===== src/rtl/lfc_pkg.sv =====
// ============================================================================
// lfc_pkg
// Shared types, constants and the CRC16 byte update of the log frame checker.
// ============================================================================
package lfc_pkg;

    localparam int unsigned POS_W = 17;
    localparam int unsigned LEN_W = 16;
    localparam int unsigned CRC_W = 16;

    localparam logic [POS_W-1:0] POS_MAX   = 17'h1FFFF;
    localparam logic [CRC_W-1:0] CRC_POLY  = 16'h1021;
    localparam logic [CRC_W-1:0] CRC_INIT  = 16'hFFFF;
    localparam logic [CRC_W-1:0] CRC_TOP   = 16'h8000;
    localparam logic [7:0]       SYNC_A    = 8'hEB;
    localparam logic [7:0]       SYNC_B    = 8'h90;
    localparam logic [POS_W-1:0] MIN_FRAME = 17'd10;
    localparam logic [POS_W-1:0] HDR_LEN   = 17'd8;

    localparam logic [POS_W-1:0] POS_SYNC_A  = 17'd0;
    localparam logic [POS_W-1:0] POS_SYNC_B  = 17'd1;
    localparam logic [POS_W-1:0] POS_TYPE    = 17'd2;
    localparam logic [POS_W-1:0] POS_SUBTYPE = 17'd3;
    localparam logic [POS_W-1:0] POS_LEN_HI  = 17'd6;
    localparam logic [POS_W-1:0] POS_LEN_LO  = 17'd7;

    typedef enum logic [2:0] {
        OP_HEADER,
        OP_PAYLOAD,
        OP_CRC_HI,
        OP_CRC_LO,
        OP_SKIP
    } byte_op_t;

    typedef enum logic [2:0] {
        VERDICT_OK,
        VERDICT_SHORT,
        VERDICT_SYNC,
        VERDICT_TRUNC,
        VERDICT_CRC
    } verdict_t;

    localparam logic KIND_PAYLOAD = 1'b0;
    localparam logic KIND_VERDICT = 1'b1;

    typedef struct packed {
        logic [7:0] data;
        byte_op_t   op;
        logic       eof;
        logic       too_short;
        logic       sync_bad;
        logic       truncated;
        logic [7:0] ftype;
        logic [7:0] fsubtype;
    } lfc_item_t;

    function automatic logic [CRC_W-1:0] crc_byte(input logic [CRC_W-1:0] crc,
                                                  input logic [7:0] b);
        logic [CRC_W-1:0] c;
        c = crc ^ {b, 8'h00};
        for (int i = 0; i < 8; i++)
        begin
            if ((c & CRC_TOP) != '0)
                c = {c[CRC_W-2:0], 1'b0} ^ CRC_POLY;
            else
                c = {c[CRC_W-2:0], 1'b0};
        end
        return c;
    endfunction

endpackage


===== src/rtl/lfc_front.sv =====
// ============================================================================
// lfc_front
// Tracks byte position, captures header fields and classifies each byte.
// ============================================================================
module lfc_front
    import lfc_pkg::*;
(
    input  logic      clk,
    input  logic      rst_n,
    input  logic      push,
    input  logic [7:0] rx_byte,
    input  logic      end_of_frame,
    output lfc_item_t item
);

    logic [POS_W-1:0] pos_reg,      pos_next;
    logic             sync_bad_reg, sync_bad_next;
    logic [7:0]       type_reg,     type_next;
    logic [7:0]       subtype_reg,  subtype_next;
    logic [LEN_W-1:0] len_reg,      len_next;

    logic [POS_W:0]   crc_pos;
    logic [POS_W-1:0] size;

    always_comb
    begin
        sync_bad_next = sync_bad_reg;
        type_next     = type_reg;
        subtype_next  = subtype_reg;
        len_next      = len_reg;

        if (pos_reg == POS_SYNC_A && rx_byte != SYNC_A)
            sync_bad_next = 1'b1;
        if (pos_reg == POS_SYNC_B && rx_byte != SYNC_B)
            sync_bad_next = 1'b1;
        if (pos_reg == POS_TYPE)
            type_next = rx_byte;
        if (pos_reg == POS_SUBTYPE)
            subtype_next = rx_byte;
        if (pos_reg == POS_LEN_HI)
            len_next = {rx_byte, len_reg[7:0]};
        if (pos_reg == POS_LEN_LO)
            len_next = {len_reg[LEN_W-1:8], rx_byte};

        crc_pos = {1'b0, HDR_LEN} + {2'b00, len_next};
        size    = (pos_reg == POS_MAX) ? pos_reg : pos_reg + 1'b1;

        item.data     = rx_byte;
        item.eof      = end_of_frame;
        item.sync_bad = sync_bad_next;
        item.ftype    = type_next;
        item.fsubtype = subtype_next;
        item.too_short = (size < MIN_FRAME);
        item.truncated = ({1'b0, size} < ({1'b0, MIN_FRAME} + {2'b00, len_next}));

        if ({1'b0, pos_reg} < crc_pos)
            item.op = (pos_reg >= HDR_LEN) ? OP_PAYLOAD : OP_HEADER;
        else if ({1'b0, pos_reg} == crc_pos)
            item.op = OP_CRC_HI;
        else if ({1'b0, pos_reg} == crc_pos + 1'b1)
            item.op = OP_CRC_LO;
        else
            item.op = OP_SKIP;

        pos_next = size;
        if (end_of_frame)
        begin
            pos_next      = '0;
            sync_bad_next = 1'b0;
            type_next     = '0;
            subtype_next  = '0;
            len_next      = '0;
        end
    end

    always_ff @(posedge clk or negedge rst_n)
    begin
        if (!rst_n)
        begin
            pos_reg      <= '0;
            sync_bad_reg <= 1'b0;
            type_reg     <= '0;
            subtype_reg  <= '0;
            len_reg      <= '0;
        end
        else if (push)
        begin
            pos_reg      <= pos_next;
            sync_bad_reg <= sync_bad_next;
            type_reg     <= type_next;
            subtype_reg  <= subtype_next;
            len_reg      <= len_next;
        end
    end

endmodule


===== src/rtl/lfc_queue.sv =====
// ============================================================================
// lfc_queue
// Short FIFO of classified bytes between the front and back sections.
// ============================================================================
module lfc_queue
    import lfc_pkg::*;
#(
    parameter int unsigned DEPTH = 2
)
(
    input  logic      clk,
    input  logic      rst_n,
    input  logic      push,
    input  lfc_item_t push_item,
    input  logic      pop,
    output logic      full,
    output logic      head_valid,
    output lfc_item_t head_item
);

    localparam int unsigned PTR_W = (DEPTH > 1) ? $clog2(DEPTH) : 1;
    localparam int unsigned CNT_W = $clog2(DEPTH + 1);

    lfc_item_t           slot_reg [DEPTH];
    logic [PTR_W-1:0]    wr_ptr_reg, wr_ptr_next;
    logic [PTR_W-1:0]    rd_ptr_reg, rd_ptr_next;
    logic [CNT_W-1:0]    count_reg,  count_next;

    assign full       = (count_reg == CNT_W'(DEPTH));
    assign head_valid = (count_reg != '0);
    assign head_item  = slot_reg[rd_ptr_reg];

    always_comb
    begin
        wr_ptr_next = wr_ptr_reg;
        rd_ptr_next = rd_ptr_reg;
        count_next  = count_reg;
        if (push)
            wr_ptr_next = (wr_ptr_reg == PTR_W'(DEPTH - 1)) ? '0 : wr_ptr_reg + 1'b1;
        if (pop)
            rd_ptr_next = (rd_ptr_reg == PTR_W'(DEPTH - 1)) ? '0 : rd_ptr_reg + 1'b1;
        if (push && !pop)
            count_next = count_reg + 1'b1;
        else if (pop && !push)
            count_next = count_reg - 1'b1;
    end

    always_ff @(posedge clk or negedge rst_n)
    begin
        if (!rst_n)
        begin
            wr_ptr_reg <= '0;
            rd_ptr_reg <= '0;
            count_reg  <= '0;
        end
        else
        begin
            wr_ptr_reg <= wr_ptr_next;
            rd_ptr_reg <= rd_ptr_next;
            count_reg  <= count_next;
        end
    end

    always_ff @(posedge clk)
    begin
        if (push)
            slot_reg[wr_ptr_reg] <= push_item;
    end

endmodule


===== src/rtl/lfc_back.sv =====
// ============================================================================
// lfc_back
// Runs the CRC, collects the received CRC and registers payload and verdicts.
// ============================================================================
module lfc_back
    import lfc_pkg::*;
(
    input  logic       clk,
    input  logic       rst_n,
    input  logic       head_valid,
    input  lfc_item_t  head_item,
    output logic       pop,
    output logic       out_valid,
    input  logic       out_stall,
    output logic       item_kind,
    output logic [7:0] payload_byte,
    output logic [7:0] frame_type,
    output logic [7:0] frame_subtype,
    output logic [2:0] verdict
);

    logic [CRC_W-1:0] crc_reg,  crc_next;
    logic [CRC_W-1:0] rcrc_reg, rcrc_next;
    logic             valid_reg, valid_next;
    logic             kind_reg,  kind_next;
    logic [7:0]       data_reg,  data_next;
    logic [7:0]       type_reg,  type_next;
    logic [7:0]       sub_reg,   sub_next;
    verdict_t         verdict_reg, verdict_next;

    logic [CRC_W-1:0] crc_upd;
    logic [CRC_W-1:0] rcrc_upd;

    assign pop = head_valid && (!valid_reg || !out_stall);

    always_comb
    begin
        crc_upd  = crc_reg;
        rcrc_upd = rcrc_reg;
        case (head_item.op)
            OP_HEADER, OP_PAYLOAD: crc_upd  = crc_byte(crc_reg, head_item.data);
            OP_CRC_HI:             rcrc_upd = {head_item.data, rcrc_reg[7:0]};
            OP_CRC_LO:             rcrc_upd = {rcrc_reg[CRC_W-1:8], head_item.data};
            default:               ;
        endcase

        crc_next     = crc_reg;
        rcrc_next    = rcrc_reg;
        valid_next   = valid_reg && out_stall;
        kind_next    = kind_reg;
        data_next    = data_reg;
        type_next    = type_reg;
        sub_next     = sub_reg;
        verdict_next = verdict_reg;

        if (pop)
        begin
            crc_next   = crc_upd;
            rcrc_next  = rcrc_upd;
            valid_next = 1'b0;
            if (head_item.eof)
            begin
                valid_next = 1'b1;
                kind_next  = KIND_VERDICT;
                data_next  = '0;
                type_next  = head_item.ftype;
                sub_next   = head_item.fsubtype;
                if (head_item.too_short)
                    verdict_next = VERDICT_SHORT;
                else if (head_item.sync_bad)
                    verdict_next = VERDICT_SYNC;
                else if (head_item.truncated)
                    verdict_next = VERDICT_TRUNC;
                else if (rcrc_upd != crc_upd)
                    verdict_next = VERDICT_CRC;
                else
                    verdict_next = VERDICT_OK;
                if (head_item.too_short || head_item.sync_bad)
                begin
                    type_next = '0;
                    sub_next  = '0;
                end
                crc_next  = CRC_INIT;
                rcrc_next = '0;
            end
            else if (head_item.op == OP_PAYLOAD)
            begin
                valid_next   = 1'b1;
                kind_next    = KIND_PAYLOAD;
                data_next    = head_item.data;
                type_next    = '0;
                sub_next     = '0;
                verdict_next = VERDICT_OK;
            end
        end
    end

    always_ff @(posedge clk or negedge rst_n)
    begin
        if (!rst_n)
        begin
            crc_reg   <= CRC_INIT;
            rcrc_reg  <= '0;
            valid_reg <= 1'b0;
        end
        else
        begin
            crc_reg   <= crc_next;
            rcrc_reg  <= rcrc_next;
            valid_reg <= valid_next;
        end
    end

    always_ff @(posedge clk)
    begin
        kind_reg    <= kind_next;
        data_reg    <= data_next;
        type_reg    <= type_next;
        sub_reg     <= sub_next;
        verdict_reg <= verdict_next;
    end

    assign out_valid     = valid_reg;
    assign item_kind     = kind_reg;
    assign payload_byte  = data_reg;
    assign frame_type    = type_reg;
    assign frame_subtype = sub_reg;
    assign verdict       = verdict_reg;

endmodule


===== src/rtl/log_frame_checker_top.sv =====
// ============================================================================
// log_frame_checker_top
// Byte-serial checker for sync-headed log frames with a CRC16-CCITT trailer.
// ============================================================================
// Takes one byte per cycle and keeps that rate with a stall-free output. Each
// byte is classified by the front section (position, header capture) in the
// cycle it is taken, waits in a QUEUE_DEPTH-entry FIFO, and is retired by the
// back section, which runs the byte-wide CRC update and loads the output
// register; a result passes through the FIFO slot and the output register
// before it is offered.
// Payload bytes come out as they arrive; the last byte of a frame yields one
// verdict (ok, too short, bad sync, truncated, CRC mismatch) with type and
// subtype, and the frame state clears for the next frame.
module log_frame_checker_top
    import lfc_pkg::*;
#(
    parameter int unsigned QUEUE_DEPTH = 2
)
(
    input  logic       clk,
    input  logic       rst_n,
    input  logic       in_valid,
    output logic       in_stall,
    input  logic [7:0] rx_byte,
    input  logic       end_of_frame,
    output logic       out_valid,
    input  logic       out_stall,
    output logic       item_kind,
    output logic [7:0] payload_byte,
    output logic [7:0] frame_type,
    output logic [7:0] frame_subtype,
    output logic [2:0] verdict
);

    lfc_item_t front_item;
    lfc_item_t head_item;
    logic      push;
    logic      pop;
    logic      full;
    logic      head_valid;

    assign in_stall = full;
    assign push     = in_valid && !full;

    lfc_front u_front (
        .clk          (clk),
        .rst_n        (rst_n),
        .push         (push),
        .rx_byte      (rx_byte),
        .end_of_frame (end_of_frame),
        .item         (front_item)
    );

    lfc_queue #(
        .DEPTH (QUEUE_DEPTH)
    ) u_queue (
        .clk        (clk),
        .rst_n      (rst_n),
        .push       (push),
        .push_item  (front_item),
        .pop        (pop),
        .full       (full),
        .head_valid (head_valid),
        .head_item  (head_item)
    );

    lfc_back u_back (
        .clk           (clk),
        .rst_n         (rst_n),
        .head_valid    (head_valid),
        .head_item     (head_item),
        .pop           (pop),
        .out_valid     (out_valid),
        .out_stall     (out_stall),
        .item_kind     (item_kind),
        .payload_byte  (payload_byte),
        .frame_type    (frame_type),
        .frame_subtype (frame_subtype),
        .verdict       (verdict)
    );

endmodule

===== config.mk =====
export PLATFORM = sky130hd
export DESIGN_NAME = log_frame_checker_top
export DESIGN_NICKNAME = d
export VERILOG_FILES = /design/src/rtl/lfc_pkg.sv /design/src/rtl/lfc_front.sv /design/src/rtl/lfc_queue.sv /design/src/rtl/lfc_back.sv /design/src/rtl/log_frame_checker_top.sv
export SDC_FILE = /design/constraint.sdc
export NUM_CORES = 1
export LEC_CHECK = 0
export ABC_CLOCK_PERIOD_IN_PS = 11500
export BUFFER_PORTS_ARGS = -buffer_cell sky130_fd_sc_hd__buf_2
export CAP_MARGIN = 20
export CORE_ASPECT_RATIO = 0.9
export CORE_MARGIN = 2
export CORE_UTILIZATION = 60
export DETAILED_ROUTE_END_ITERATION = 12
export HOLD_SLACK_MARGIN = 0.03
export MAX_ROUTING_LAYER = met4
export PLACE_DENSITY = 0.85
export SKIP_CTS_REPAIR_TIMING = 1
export SLEW_MARGIN = 10
export SYNTH_ARGS = -nofsm -noshare
export SYNTH_HDL_FRONTEND = slang
export SYNTH_SLANG_ARGS = --single-unit

===== constraint.sdc =====
create_clock -name clk -period 11.5 [get_ports clk]
set_input_delay 1.725 -clock clk [delete_from_list [all_inputs] [get_ports clk]]
set_output_delay 1.725 -clock clk [all_outputs]
set_load 0.05 [all_outputs]

==> Word level (Yosys, flattened, before mapping) <==
Memory sizes are Yosys's and may differ from the RTL's.
Index checks and enable logic that the tools add are counted.
{ "word_totals": {"reg_bits": 115, "mem_count": 1, "mem_bits_rw": 62} }
{ "memory_table": {"columns": ["memory", "words", "word_bits", "rd", "rd_clocked_by_memory_dff", "write_ports", "line", "text"], "rows": [
  ["u_queue.slot_reg", 2, 31, 1, 0, 1, "lfc_queue.sv:24", "lfc_item_t slot_reg [DEPTH];"]
]} }
{ "classes": {"bitwise": 9, "mux": 57, "n_eq_ne": 15, "magnitude_cmp": 4, "add_sub_neg": 8, "reduce_logical": 21} }
{ "op_table": {"columns": ["cell", "count"], "rows": [
  ["$mux 16", 13],
  ["$mux 13", 8],
  ["$mux 8", 10],
  ["$eq 17x18->1", 2],
  ["$lt 17x18->1", 2],
  ["$add 4x16->17 const A", 2],
  ["$eq 17x2->1 const B", 2],
  ["$eq 17x3->1 const B", 2],
  ["$mux 17", 2],
  ["$pmux 16 s2", 1],
  ["$mux 3", 9],
  ["$not 3->3", 8],
  ["$add 18x1->18 const B", 1],
  ["$add 17x1->17 const B", 1],
  ["$eq 17x1->1 const B", 1],
  ["$eq 17x17->1 const B", 1],
  ["$ge 17x4->1 const B", 1],
  ["$logic_not 17->1", 1],
  ["$lt 17x4->1 const B", 1],
  ["$ne 16x16->1", 1],
  ["$ne 8x8->1 const B", 2],
  ["$xor 16x16->16", 1],
  ["$mux 1", 12],
  ["$logic_and 1x1->1", 7],
  ["13 further kinds", 23]
]} }

==> Logic depth before layout (Yosys ltp) <==
An unclocked memory read counts as a cell.
{ "logic_depth": {"word_depth": 32, "mapped_depth": 25, "ltp_nobuf": 21} }

==> Cells and area by module <==
Synthesis repeated with hierarchy kept, for this count alone.
{ "hier_totals": {"hier_cells": 1090, "area_unflattened_um2": 11543.6} }
{ "by_module_without_submodules": {"columns": ["module", "cells_each", "area_per_inst_um2", "instances"], "rows": [
  ["lfc_front", 635, 5461.5, 1],
  ["lfc_back", 341, 3488.3, 1],
  ["lfc_queue", 113, 2580.0, 1],
  ["log_frame_checker_top", 1, 13.8, 1]
]} }

==> Least setup slack after synthesis <==
No wires, ideal clock.
{ "synth_timing": {"kind": "in2reg", "from": "in rx_byte[3]", "to": "mem u_queue.slot_reg[0][22] (netlist bit), data pin", "arrival_time_ns": 5.086, "path_stages": 18, "setup_ns": 0.259, "slack_ns": 6.155, "path_cell_list": "clkbuf_1 -> mux2i_1 -> inv_1 -> ha_1 -> clkbuf_1 -> nand3_1 -> mux2_2 -> a211oi_4 -> xor2_2 -> ha_1 -> a21o_1 -> a21o_1 -> a211oi_1 -> a21boi_0 -> o21ai_0 -> nand2b_1 -> a21oi_1 -> and3b_1"} }
{ "synth_rtl": {"columns": ["element", "line", "text"], "rows": [
  ["start: declaration", "log_frame_checker_top.sv:24", "input logic [7:0] rx_byte,"],
  ["end: declaration", "lfc_queue.sv:24", null]
]} }

==> reports/qor.csv <==
metric,value,unit
ant_nets,0,
final_util,66.5,%
grt_pass1_vias,8133,
netlist_instances,1056,
drc,0,
start_util,61.0,%
power_switching,1.29,mW
finalPower,2.98,mW
synth_top_family_by_area,simple AND/OR/NAND/NOR gates,
worst-slew-pin-transition,1180,ps
final_max_slew_viol_count,0,
port_buffers,42,
final.period_utilization,56.0,%
timing.final.crit_period,6440,ps
cp_slowest_stage_delay,1030,ps
grt_pass1_wl,44.9,mm
finalSetupViolations,0,
cts_tree,yes,
die_w,145,um
area_growth,8.98,%
clockRootBuffer,clkbuf_16,
gp_congestion,1.01,
synth_xor_area_share,9.94,%
core_area,17600,um2
worstSetupPathType,flip-flop to flip-flop,
avgViaCountPerCell,6.41,
switching_share,43.4,%
fmax,155,MHz
outcome,"complete, no violations",
hpwl,19.2,mm
num_vias,8455,
setup_tns,0,ps
synth_compound_area_share,12.9,%
yosysSeqAreaShare,45.7,%
grtUsageTotal,32.2,%
synth_nets,1111,
clock_sinks,177,
synth_mux_area_share,7.33,%
leakagePower,4.61,nW
finalNetCount,1121,
rows,46,
hold_viol,0,
ys_seq_elements,177,
die_y,131,um
antenna_found_initial,0,
ys_types,77,
synthFlopType,edfxtp_1,
routed_wirelength,28.3,mm
cp_max_fo,22,
floorplan.die_area,18900,um2
numCtsBuffers,17,
cp.required,11660,ps
drt_pass1_iterations,6,
finClkSkew,12.6,ps
setup.worst_path.start_class,flip-flop,
syn_area,10700,um2
rsz0062_at_grt,no,
clk_path_buf_depth,2,
yosys.area_share.adder,4.90,%
arrival,6600,ps
seq_power_share,35.5,%
cap_violations,0,
path_cells,ha_1 > nor4bb_1 > and4_1 > mux2i_1 > inv_1 > ha_1 > a21oi_1 > or3_1 > a211oi_1 > nand3_1 > xor2_1 > nand2_1 > o21ai_0 > ha_1 > a21oi_1 > nor2b_1 > o21ai_0 > nand2b_1 > a221oi_1,
worstSkewPairLatency,450,ps
drive_gt1_share,14.3,%
power_frac_comb,44.1,%
ys_warn_count,0,
worst-path-buf-inv,1,
wl_per_cell,21.5,um
crit_top_cell,ha_1,
async_reset_ff_share,49.2,%
grt_max_degree,53,
overflow,0,
yosys.area_share.simple,15.7,%
slowest_stage,and4_1,
end_kind,flip-flop,
largest_reg_flops,62,
ios,43,
p_int,1.68,mW
synth_top_area_cell,edfxtp_1,
num_antenna_cells,0,
path_clk_slew,80,ps
slew_headroom,21.3,%
path_delay_family,simple AND/OR/NAND/NOR gates,
hold_class,flip-flop to flip-flop,
yosysTopAreaCellShare,25.2,%
syn-mean-instance-area,10.1,um2
clkPwrFrac,20.4,%
cts_max_level,4,
power_density,255,nW/um2
synth-edff-count,90,
drt_iter0_drc,905,
vdd_drop_max,0.000100,V
synth_area_leaders,"edfxtp_1 25%, dfrtp_1 17%, xnor2_1 6.8%, ha_1 4.9%, mux2i_1 4.6%",
==> worst paths after layout <==
kind	from	to	slack (ps)	depth (start not counted)
setup / recovery	u_front.pos_reg[0]	u_queue.slot_reg[1][16]	5060	19
setup reg to reg	u_front.pos_reg[0]	u_queue.slot_reg[1][16]	5060	19
hold / removal	u_back.rcrc_reg[3]	u_back.rcrc_reg[3]	490	2
max in group asynchronous	rst_n	u_queue.rd_ptr_reg	9090	2
min in group asynchronous	rst_n	u_back.rcrc_reg[13]	1260	1
hold reg to reg	u_back.rcrc_reg[3]	u_back.rcrc_reg[3]	490	2
==> kinds of logic after synthesis <==
logic type | after synthesis
compound gates | 215
flops | 177
fa+ha+maj | 42
buf+inv | 90
xor+xnor | 119
mux | 74
simple gates | 339
==> placed cells by master (no fill, tap or decap), types with 25 or more instances in the layout <==
cell       n
ha_1      42
mux2i_1   49
xor2_1    33
edfxtp_1  90
a21oi_1   47
nand3_1   37
nand2_1   96
nor2_1    90
o21ai_0   81
inv_1     25
dfrtp_1   70
xnor2_1   83
buf_2     41
==> power by group through the flow <==
stage,clock network [mW],logic (mW),registers [mW]
2_1_floorplan,0,0.838,1.17
3_3_place_gp,0,1.24,1.05
4_1_cts,0.610,1.29,1.05
6_report,0.608,1.31,1.06
5_1_grt,0.631,1.42,1.08
3_5_place_dp,0,1.27,1.06
==> layout make-up <==
type                       instances  area (um2)
fill                            1251        5880
multi-input combinational        789        5450
sequential                       177        4900
clock buffer                      17         425
timing repair buffer              55         310
tap                              240         300
clock inverter                    15         190
inverter                          26        97.6
==> stage by stage <==
step / instance area [um2] / std cells / hold WS [ps] / setup WS (ps)
floorplan: 10700 / 1056 / 445 / 6160
global placement: 11000 / 1285 / 459 / 5620
detailed placement: 11000 / 1285 / 478 / 5450
CTS: 11700 / 1317 / 490 / 5320
global route: 11700 / 1319 / 504 / 4770
finish: 11700 / 1319 / 487 / 5060
==> worst min-delay path: cells and delay by family, from the launching register on <==
family,cells,cell delay (ps)
AO/OA/AOI/OAI,1,60
flip-flops,1,340
AND/OR/NAND/NOR,1,40
==> per-layer routing <==
| layer | wire length (um) | vias to the layer above | part of all wire (%) | global-route usage [%] |
|---|---|---|---|---|
| met5 | 0 | - | 0 | - |
| li1 | - | 3789 | - | - |
| met3 | 2380 | 96 | 8.4 | 4.88 |
| met4 | 1170 | 0 | 4.1 | 14.7 |
| met2 | 13300 | 485 | 47 | 50.3 |
| met1 | 11500 | 4085 | 41 | 41.8 |
==> cell usage after synthesis, drive strengths merged, types with 16 or more instances <==
master / count
dfrtp: 71
xnor2: 84
nand4: 19
mux2: 23
inv: 25
mux2i: 51
a21oi: 47
dfstp: 16
buf: 17
nand2: 97
clkbuf: 47
xor2: 35
ha: 42
edfxtp: 90
nor2: 94
a22o: 24
o21ai: 82
nand3: 37
Power figures use the tool's default switching activity.
